`config.mk`:
```
export PLATFORM = sky130hd
export DESIGN_NAME = perturb_observe_mppt_duty_unit
export DESIGN_NICKNAME = d
export VERILOG_FILES = /design/src/design/pom_pkg.sv /design/src/design/pom_mul.sv /design/src/design/pom_cfg.sv /design/src/design/pom_core.sv /design/src/design/perturb_observe_mppt_duty_unit.sv
export SDC_FILE = /design/constraint.sdc
export NUM_CORES = 2
export LEC_CHECK = 0
export ABC_AREA = 0
export BUFFER_PORTS_ARGS = -buffer_cell sky130_fd_sc_hd__buf_2
export CAP_MARGIN = 20
export CORE_ASPECT_RATIO = 1.4
export CORE_UTILIZATION = 50
export DETAILED_ROUTE_END_ITERATION = 16
export HOLD_SLACK_MARGIN = 0.02
export PLACE_DENSITY = 0.66
export RECOVER_POWER = 100
export SLEW_MARGIN = 20
export SYNTH_ARGS = -nofsm -noshare
export SYNTH_HDL_FRONTEND = slang
export SYNTH_SLANG_ARGS = --single-unit
```
`constraint.sdc`:
```
create_clock -name clk -period 19.5 [get_ports clk]
set_clock_uncertainty 0.1 [all_clocks]
set_input_delay 3.9 -clock clk [delete_from_list [all_inputs] [get_ports clk]]
set_output_delay 3.9 -clock clk [all_outputs]
set_load 0.05 [all_outputs]
```
`src/design/pom_pkg.sv`:
```
// Package for the perturb-and-observe MPPT duty block: types, codes, constants.
// No dependencies; used by every module of the block.
package pom_pkg;

  localparam int DUTY_FULL_SCALE     = 100;
  localparam int DUTY_TRACK_MAX      = 99;
  localparam int POWER_FRACTION_BITS = 16;

  localparam logic [15:0] GAIN_RESET   = 16'd655;
  localparam logic [3:0]  STEP_RESET   = 4'd1;
  localparam logic [15:0] PERIOD_RESET = 16'd120;

  localparam int APB_ADDR_W = 4;
  localparam int APB_DATA_W = 32;

  localparam logic [1:0] REG_GAIN   = 2'd0;
  localparam logic [1:0] REG_STEP   = 2'd1;
  localparam logic [1:0] REG_PERIOD = 2'd2;

  localparam logic [1:0] CMD_SAMPLE = 2'd0;
  localparam logic [1:0] CMD_START  = 2'd1;
  localparam logic [1:0] CMD_MANUAL = 2'd2;

  // shared multiplier operand / product widths
  localparam int MUL_W  = 33;
  localparam int PROD_W = 2 * MUL_W;

  // exact floor division by reciprocal for 32-bit unsigned operands
  localparam logic [31:0] RECIP5         = 32'hCCCC_CCCD;
  localparam int          RECIP5_SHIFT   = 34;
  localparam logic [31:0] RECIP100       = 32'h51EB_851F;
  localparam int          RECIP100_SHIFT = 37;

  typedef struct packed {
    logic [15:0] gain;
    logic [3:0]  step;
    logic [15:0] period;
  } cfg_t;

  typedef struct packed {
    logic [15:0]        compare;
    logic [6:0]         duty;
    logic               tracking;
    logic signed [29:0] power;
  } res_t;

endpackage

```
`src/design/pom_mul.sv`:
```
// Shared signed multiplier of the MPPT duty block, product registered.
// Depends on pom_pkg for operand widths.
module pom_mul (
  input  logic                                clk,
  input  logic signed [pom_pkg::MUL_W-1:0]    a,
  input  logic signed [pom_pkg::MUL_W-1:0]    b,
  output logic signed [pom_pkg::PROD_W-1:0]   p
);

  always_ff @(posedge clk) begin
    p <= a * b;
  end

endmodule

```
`src/design/pom_cfg.sv`:
```
// APB register file of the MPPT duty block: gain, step size, PWM period.
// Depends on pom_pkg for register indexes, reset values and cfg_t.
module pom_cfg (
  input  logic                              clk,
  input  logic                              rst,
  input  logic                              psel,
  input  logic                              penable,
  input  logic                              pwrite,
  input  logic [pom_pkg::APB_ADDR_W-1:0]    paddr,
  input  logic [pom_pkg::APB_DATA_W-1:0]    pwdata,
  output logic [pom_pkg::APB_DATA_W-1:0]    prdata,
  output logic                              pready,
  output pom_pkg::cfg_t                     cfg
);

  logic [1:0] index;
  logic       wr;

  assign index  = paddr[3:2];
  assign wr     = psel && penable && pwrite;
  assign pready = 1'b1;

  always_ff @(posedge clk) begin
    if (rst) begin
      cfg.gain   <= pom_pkg::GAIN_RESET;
      cfg.step   <= pom_pkg::STEP_RESET;
      cfg.period <= pom_pkg::PERIOD_RESET;
    end else if (wr) begin
      if (index == pom_pkg::REG_GAIN) begin
        cfg.gain <= pwdata[15:0];
      end
      if (index == pom_pkg::REG_STEP) begin
        cfg.step <= pwdata[3:0];
      end
      if (index == pom_pkg::REG_PERIOD) begin
        cfg.period <= pwdata[15:0];
      end
    end
  end

  always_comb begin
    prdata = '0;
    unique case (index)
      pom_pkg::REG_GAIN:   prdata = {16'b0, cfg.gain};
      pom_pkg::REG_STEP:   prdata = {28'b0, cfg.step};
      pom_pkg::REG_PERIOD: prdata = {16'b0, cfg.period};
      default:             prdata = '0;
    endcase
  end

endmodule

```
`src/design/pom_core.sv`:
```
// Sequencer and datapath of the MPPT duty block around one shared multiplier.
// Depends on pom_pkg and pom_mul.
module pom_core #(
  parameter int FRAC_BITS = pom_pkg::POWER_FRACTION_BITS
) (
  input  logic                clk,
  input  logic                rst,
  input  pom_pkg::cfg_t       cfg,
  input  logic                start,
  output logic                idle,
  input  logic [1:0]          cmd,
  input  logic [14:0]         bus_mv,
  input  logic signed [15:0]  shunt,
  input  logic [6:0]          manual,
  output logic                done,
  input  logic                take,
  output pom_pkg::res_t       res
);

  localparam int AW  = FRAC_BITS + 32;   // average width
  localparam int DW  = AW + 1;           // difference width
  localparam int QW  = 28;               // quotient of |bus*shunt| / 5
  localparam int SW  = QW + FRAC_BITS;   // sample magnitude width
  localparam int CPW = 23;               // duty * period width
  localparam int MW  = pom_pkg::MUL_W;

  localparam logic [FRAC_BITS-1:0] FRAC1 = FRAC_BITS'((64'd1 << FRAC_BITS) / 5);
  localparam logic [FRAC_BITS-1:0] FRAC2 = FRAC_BITS'((64'd2 << FRAC_BITS) / 5);
  localparam logic [FRAC_BITS-1:0] FRAC3 = FRAC_BITS'((64'd3 << FRAC_BITS) / 5);
  localparam logic [FRAC_BITS-1:0] FRAC4 = FRAC_BITS'((64'd4 << FRAC_BITS) / 5);

  typedef enum logic [14:0] {
    ST_IDLE = 15'b000000000000001,
    ST_PMUL = 15'b000000000000010,
    ST_ABS  = 15'b000000000000100,
    ST_QMUL = 15'b000000000001000,
    ST_QREM = 15'b000000000010000,
    ST_DIFF = 15'b000000000100000,
    ST_LMUL = 15'b000000001000000,
    ST_HMUL = 15'b000000010000000,
    ST_ACC  = 15'b000000100000000,
    ST_UPD  = 15'b000001000000000,
    ST_DUTY = 15'b000010000000000,
    ST_CMUL = 15'b000100000000000,
    ST_DMUL = 15'b001000000000000,
    ST_CDIV = 15'b010000000000000,
    ST_DONE = 15'b100000000000000
  } state_t;

  state_t state;

  logic [AW-1:0]  avg;
  logic [AW-1:0]  prev;
  logic           dir;
  logic [6:0]     duty;
  logic           tracking;
  logic [15:0]    compare;

  logic [14:0]    bus_r;
  logic [15:0]    shunt_r;
  logic           neg;
  logic [29:0]    mag;
  logic [SW-1:0]  smag;
  logic [DW-1:0]  diff;
  logic [31:0]    acc;
  logic [DW-1:0]  stepv;

  logic signed [MW-1:0]                mul_a;
  logic signed [MW-1:0]                mul_b;
  logic signed [pom_pkg::PROD_W-1:0]   prod;

  logic [QW-1:0]        quo;
  logic [2:0]           rem;
  logic [FRAC_BITS-1:0] frac;
  logic [DW-1:0]        smp;
  logic [DW-1:0]        sample;
  logic [30:0]          pw;
  logic                 rising;
  logic                 dir_new;
  logic [7:0]           dsum;
  logic [6:0]           duty_next;
  logic [6:0]           man_sat;

  pom_mul u_mul (
    .clk (clk),
    .a   (mul_a),
    .b   (mul_b),
    .p   (prod)
  );

  always_comb begin
    mul_a = '0;
    mul_b = '0;
    unique case (state)
      ST_PMUL: begin
        mul_a = {18'b0, bus_r};
        mul_b = {{17{shunt_r[15]}}, shunt_r};
      end
      ST_QMUL: begin
        mul_a = {3'b0, mag};
        mul_b = {1'b0, pom_pkg::RECIP5};
      end
      ST_LMUL: begin
        mul_a = {1'b0, diff[31:0]};
        mul_b = {17'b0, cfg.gain};
      end
      ST_HMUL: begin
        mul_a = MW'($signed(diff[DW-1:32]));
        mul_b = {17'b0, cfg.gain};
      end
      ST_CMUL: begin
        mul_a = {26'b0, duty};
        mul_b = {17'b0, cfg.period};
      end
      ST_DMUL: begin
        mul_a = {10'b0, prod[CPW-1:0]};
        mul_b = {1'b0, pom_pkg::RECIP100};
      end
      default: begin
        mul_a = '0;
        mul_b = '0;
      end
    endcase
  end

  // remainder of |bus*shunt| / 5 from the low bits only
  assign pw  = prod[30:0];
  assign quo = prod[pom_pkg::RECIP5_SHIFT+QW-1:pom_pkg::RECIP5_SHIFT];
  assign rem = mag[2:0] - {quo[0], 2'b00} - quo[2:0];

  always_comb begin
    unique case (rem)
      3'd1:    frac = FRAC1;
      3'd2:    frac = FRAC2;
      3'd3:    frac = FRAC3;
      3'd4:    frac = FRAC4;
      default: frac = '0;
    endcase
  end

  assign smp    = {{(DW-SW){1'b0}}, smag};
  assign sample = neg ? (~smp + 1'b1) : smp;

  assign rising  = $signed(avg) > $signed(prev);
  assign dir_new = rising ? dir : !dir;
  assign dsum    = {1'b0, duty} + {4'b0, cfg.step};

  always_comb begin
    if (dir_new) begin
      duty_next = (dsum > 8'(pom_pkg::DUTY_TRACK_MAX)) ?
                  7'(pom_pkg::DUTY_TRACK_MAX) : dsum[6:0];
    end else begin
      duty_next = ({3'b0, cfg.step} > duty) ? 7'd0 : (duty - {3'b0, cfg.step});
    end
  end

  assign man_sat = (manual > 7'(pom_pkg::DUTY_FULL_SCALE)) ?
                   7'(pom_pkg::DUTY_FULL_SCALE) : manual;

  // control and tracker state
  always_ff @(posedge clk) begin
    if (rst) begin
      state    <= ST_IDLE;
      avg      <= '0;
      prev     <= '0;
      dir      <= 1'b1;
      duty     <= '0;
      tracking <= 1'b0;
      compare  <= '0;
    end else begin
      unique case (state)
        ST_IDLE: begin
          if (start) begin
            if (cmd == pom_pkg::CMD_MANUAL) begin
              tracking <= 1'b0;
              duty     <= man_sat;
              state    <= ST_CMUL;
            end else if (cmd == pom_pkg::CMD_START) begin
              tracking <= 1'b1;
              duty     <= {3'b0, cfg.step} + 7'd1;
              state    <= ST_PMUL;
            end else if (tracking) begin
              state <= ST_PMUL;
            end else begin
              state <= ST_DONE;
            end
          end
        end
        ST_PMUL: state <= ST_ABS;
        ST_ABS:  state <= ST_QMUL;
        ST_QMUL: state <= ST_QREM;
        ST_QREM: state <= ST_DIFF;
        ST_DIFF: state <= ST_LMUL;
        ST_LMUL: state <= ST_HMUL;
        ST_HMUL: state <= ST_ACC;
        ST_ACC:  state <= ST_UPD;
        ST_UPD: begin
          avg   <= avg + stepv[AW-1:0];
          state <= ST_DUTY;
        end
        ST_DUTY: begin
          dir   <= dir_new;
          prev  <= avg;
          duty  <= duty_next;
          state <= ST_CMUL;
        end
        ST_CMUL: state <= ST_DMUL;
        ST_DMUL: state <= ST_CDIV;
        ST_CDIV: begin
          compare <= prod[pom_pkg::RECIP100_SHIFT+15:pom_pkg::RECIP100_SHIFT];
          state   <= ST_DONE;
        end
        ST_DONE: begin
          if (take) begin
            state <= ST_IDLE;
          end
        end
        default: state <= ST_IDLE;
      endcase
    end
  end

  // datapath work registers
  always_ff @(posedge clk) begin
    if (state == ST_IDLE && start) begin
      bus_r   <= bus_mv;
      shunt_r <= shunt;
    end
    if (state == ST_ABS) begin
      neg <= pw[30];
      mag <= pw[30] ? 30'(~pw + 1'b1) : pw[29:0];
    end
    if (state == ST_QREM) begin
      smag <= {quo, frac};
    end
    if (state == ST_DIFF) begin
      diff <= sample - {avg[AW-1], avg};
    end
    if (state == ST_HMUL) begin
      acc <= prod[47:16];
    end
    if (state == ST_ACC) begin
      stepv <= {prod[DW-17:0], 16'b0} + {{(DW-32){1'b0}}, acc};
    end
  end

  assign idle         = (state == ST_IDLE);
  assign done         = (state == ST_DONE);
  assign res.compare  = compare;
  assign res.duty     = duty;
  assign res.tracking = tracking;
  assign res.power    = $signed(avg[FRAC_BITS+29:FRAC_BITS]);

endmodule

```
`src/design/perturb_observe_mppt_duty_unit.sv`:
```
// Top level of the perturb-and-observe MPPT duty block: ports, result register.
// Depends on pom_pkg, pom_cfg and pom_core.
//
//   channel   handshake                      payload
//   sample    sample_valid / sample_ready    cmd, bus_millivolts, shunt_reading, manual_duty
//   result    result_valid / result_ready    compare_value, duty_percent, tracking_on,
//                                            smoothed_power
//   config    APB psel/penable/pwrite        paddr, pwdata, prdata (pready tied high)
//
// One item is in the sequencer at a time; a tracking step uses the shared 33x33
// multiplier six times in turn.
// sample_ready is high only while the sequencer is idle.
// A finished item waits in the sequencer while the result register is full.
// rst is synchronous; it restores register defaults and resets all tracker state.
module perturb_observe_mppt_duty_unit #(
  parameter int POWER_FRAC_BITS = pom_pkg::POWER_FRACTION_BITS
) (
  input  logic                              clk,
  input  logic                              rst,
  input  logic                              sample_valid,
  output logic                              sample_ready,
  input  logic [1:0]                        cmd,
  input  logic [14:0]                       bus_millivolts,
  input  logic signed [15:0]                shunt_reading,
  input  logic [6:0]                        manual_duty,
  output logic                              result_valid,
  input  logic                              result_ready,
  output logic [15:0]                       compare_value,
  output logic [6:0]                        duty_percent,
  output logic                              tracking_on,
  output logic signed [29:0]                smoothed_power,
  input  logic                              psel,
  input  logic                              penable,
  input  logic                              pwrite,
  input  logic [pom_pkg::APB_ADDR_W-1:0]    paddr,
  input  logic [pom_pkg::APB_DATA_W-1:0]    pwdata,
  output logic [pom_pkg::APB_DATA_W-1:0]    prdata,
  output logic                              pready
);

  pom_pkg::cfg_t cfg;
  pom_pkg::res_t res;
  logic          core_idle;
  logic          core_done;
  logic          load;

  pom_cfg u_cfg (
    .clk     (clk),
    .rst     (rst),
    .psel    (psel),
    .penable (penable),
    .pwrite  (pwrite),
    .paddr   (paddr),
    .pwdata  (pwdata),
    .prdata  (prdata),
    .pready  (pready),
    .cfg     (cfg)
  );

  pom_core #(
    .FRAC_BITS (POWER_FRAC_BITS)
  ) u_core (
    .clk    (clk),
    .rst    (rst),
    .cfg    (cfg),
    .start  (sample_valid && sample_ready),
    .idle   (core_idle),
    .cmd    (cmd),
    .bus_mv (bus_millivolts),
    .shunt  (shunt_reading),
    .manual (manual_duty),
    .done   (core_done),
    .take   (load),
    .res    (res)
  );

  assign sample_ready = core_idle;
  assign load         = core_done && (!result_valid || result_ready);

  always_ff @(posedge clk) begin
    if (rst) begin
      result_valid <= 1'b0;
    end else if (load) begin
      result_valid <= 1'b1;
    end else if (result_ready) begin
      result_valid <= 1'b0;
    end
  end

  always_ff @(posedge clk) begin
    if (load) begin
      compare_value  <= res.compare;
      duty_percent   <= res.duty;
      tracking_on    <= res.tracking;
      smoothed_power <= res.power;
    end
  end

endmodule

```
==> metrics.cfg <==
[logic_synthesis]
syn-instance-count=6336
synth_area_um2=61040
avgSynthCellArea_um2=9.634
yosysTopAreaCell=fa_1
ys_ff_latch=512
yosysWarnings=0
synth.top_cell.area_share=0.3575
ys_seq_area_frac=0.2133
synth_edf_count=277
synth_area_leaders=fa_1 (36%), edfxtp_1 (14%), ha_1 (8.1%), inv_1 (8.0%), dfxtp_1 (7.7%)
ys.flop_type=edfxtp_1
synth_cell_type_count=89
async_flop_share=0

[global_routing]
grt_pass1_wl_um=278900
grt_start_max_net_pins=76
grtUsageTotal=0.3013
antenna_found_initial=9
grt-ovfl-total=0
grt_pass1_vias=47130

[placement]
preCtsSetupSlack_ns=7.183
portBuffers=136
dp_hpwl_um=154400
place_area_um2=64290
gp_congestion=1.001

[finish]
layout_commonest_cell=inv_1
mostFrequentLayoutCells=inv_1 (1,296), fa_1 (1,090), nand2_1 (793), nor2_1 (467), ha_1 (397)
drive_above_1_share=0.03939
fin_area_um2=65760
nNetsFinal=8107
area_growth_pct=7.738

[floorplan]
io_pins=172
row_count=151
start_util=0.5040
dieHeight_um=415.4
die_x_um=297.3
die_area_um2=123500
core_area_um2=121100

[worst_setup_path]
required_ns=19.89
crit_family=adder cells
startpoint_type=flip-flop
crit_type=reg2reg
endpoint_kind=flip-flop
critPathMaxFanout=30
crit_top_cell=fa_1
crit_buf_inv=10
arrival_ns=14.35
r2r_start=u_core.state[3]
cpMaxStageDelayCell=clkbuf_1
slowest_delay_ns=1.32
timing.rr.end=u_core.u_mul.p[61]
rr_worst_depth=37
reg2reg_slack_ns=5.54

[detailed_routing]
drc=0
ant_nets=0
num_vias=45000
wl_um=183800
drt_iter0_drc=2960
via_per_inst=5.497
wl_per_cell_um=22.45
first_pass_iters=6

[timing]
setup_viol=0
min_period_ns=13.96
holdWs_ns=0.2974
max_slew.worst_pin.slew_ns=3.526
clock.fmax_mhz=71.63
hold_violations=0
max-slew-margin-rel=-1.350
final_max_slew_viol_count=523
rsz0062_at_grt=no
setup_ws_ns=5.539
period_share=0.7159
setup-tns-final_ns=0

[cts]
clk_pin_slew_worst_paths_ns=0.07
cts_root_buf=clkbuf_16
cts_hold_buf=0
cts_setup_buffers=0
clkSinkCount=512
cts.path.max_buffers=3
cts_tree=built
insertion_delay_ns=0.62
htree_levels=2
ctsResizeCount=0
cts_buffers=47

[min_path]
hp-class=reg2reg
hold_depth=0
min_to=u_core.acc[16]
min_from=u_core.u_mul.p[32]

[status]
violations=max-capacitance violations, max-slew violations
outcome=finished, violations left

[power]
p_leak_nw=30.70
p_per_area_nw_per_um2=69.72
ir_drop_v=0.0001933

[job]
drv_cap=12

## metrics by stage
stage	instances	total power, mW	util
after CTS	8182	4.594	0.5448
after global routing	8185	4.928	0.5430
after detailed placement	8094	3.590	0.5308
after floorplan	6486	2.994	-
final	8187	4.585	0.5430
after global placement	8093	3.523	0.5306
## report_power, final
part           internal [mW]  switching [mW]
Clock                  0.552           0.453
Sequential              1.22          0.0436
Combinational          0.976            1.34
Total                   2.74            1.84
## worst max path at each step
stage | from | to | slack [ns] | cells after the start
floorplan | u_core.state[3] | u_core.u_mul.p[61] | 9.58 | 36
global placement | u_core.state[3] | u_core.u_mul.p[59] | 7.31 | 37
detailed placement | u_core.state[3] | u_core.u_mul.p[61] | 7.18 | 37
CTS | u_core.state[3] | u_core.u_mul.p[61] | 7.16 | 37
global route | u_core.state[3] | u_core.u_mul.p[59] | 5.01 | 37
finish | u_core.state[3] | u_core.u_mul.p[61] | 5.54 | 37
## worst register-to-register path: cells and delay by family (launching register included)
| family | cells | cell delay, ns |
|---|---|---|
| buffers and inverters | 10 | 3.82 |
| flip-flops | 1 | 0.36 |
| AND/OR/NAND/NOR | 12 | 3.24 |
| AO/OA/AOI/OAI | 5 | 2.01 |
| XOR/XNOR | 1 | 0.14 |
| adder cells (fa/ha/maj) | 9 | 4.20 |
## synth_stat cells (27+ instances only)
cell and number:
nor2b_1 27, nand2b_1 47, clkbuf_1 174, and3_1 31, dfxtp_1 235, nor2_1 468, xor2_1 69, nor3_1 41
fa_1 1090, o31ai_1 28, o21a_1 28, a21o_1 109, ha_1 397, a211oi_1 40, a21oi_1 310, nand2_1 793
nand3_1 64, inv_1 1297, o21ai_1 28, xnor2_1 195, edfxtp_1 277, nand4_1 35, o21ai_0 105
## layout make-up
class | count | area [um^2]
fillers | 11020 | 55340
multi-input cells | 4444 | 42920
flip-flops and latches | 512 | 13020
inverters | 1302 | 4887
well taps | 1606 | 2009
clock buffers | 62 | 1378
repair buffers | 230 | 1224
clock inverters | 26 | 309.0
diodes | 5 | 12.51
## cell families after synthesis
logic type               share of synthesized area
XOR/XNOR                                   0.03815
AO/OA/AOI/OAI                              0.09050
AND/OR/NAND/NOR                             0.1189
flip-flops                                  0.2133
multiplexers                              0.004469
buffers and inverters                      0.09564
other                                    0.0001230
adder cells (fa/ha/maj)                     0.4389
## metal layers
layer / track usage / vias to the layer above / share of wire
met1: 0.3631 / 22810 / 0.38
li1: - / 20190 / -
met2: 0.5225 / 1600 / 0.50
met3: 0.03486 / 402 / 0.060
met5: 0 / - / 0.00018
met4: 0.1712 / 4 / 0.066
## flip-flops by register name (all words and copies together) (netlist names), 32 cells and up
| register | cells |
|---|---|
| u_core.smag | 32 |
| u_core.avg | 48 |
| u_core.prev | 48 |
| u_core.diff | 49 |
| u_core.u_mul.p | 62 |
| u_core.stepv | 48 |
| u_cfg.cfg | 36 |
| u_core.acc | 32 |
Power figures use the tool's default switching activity.
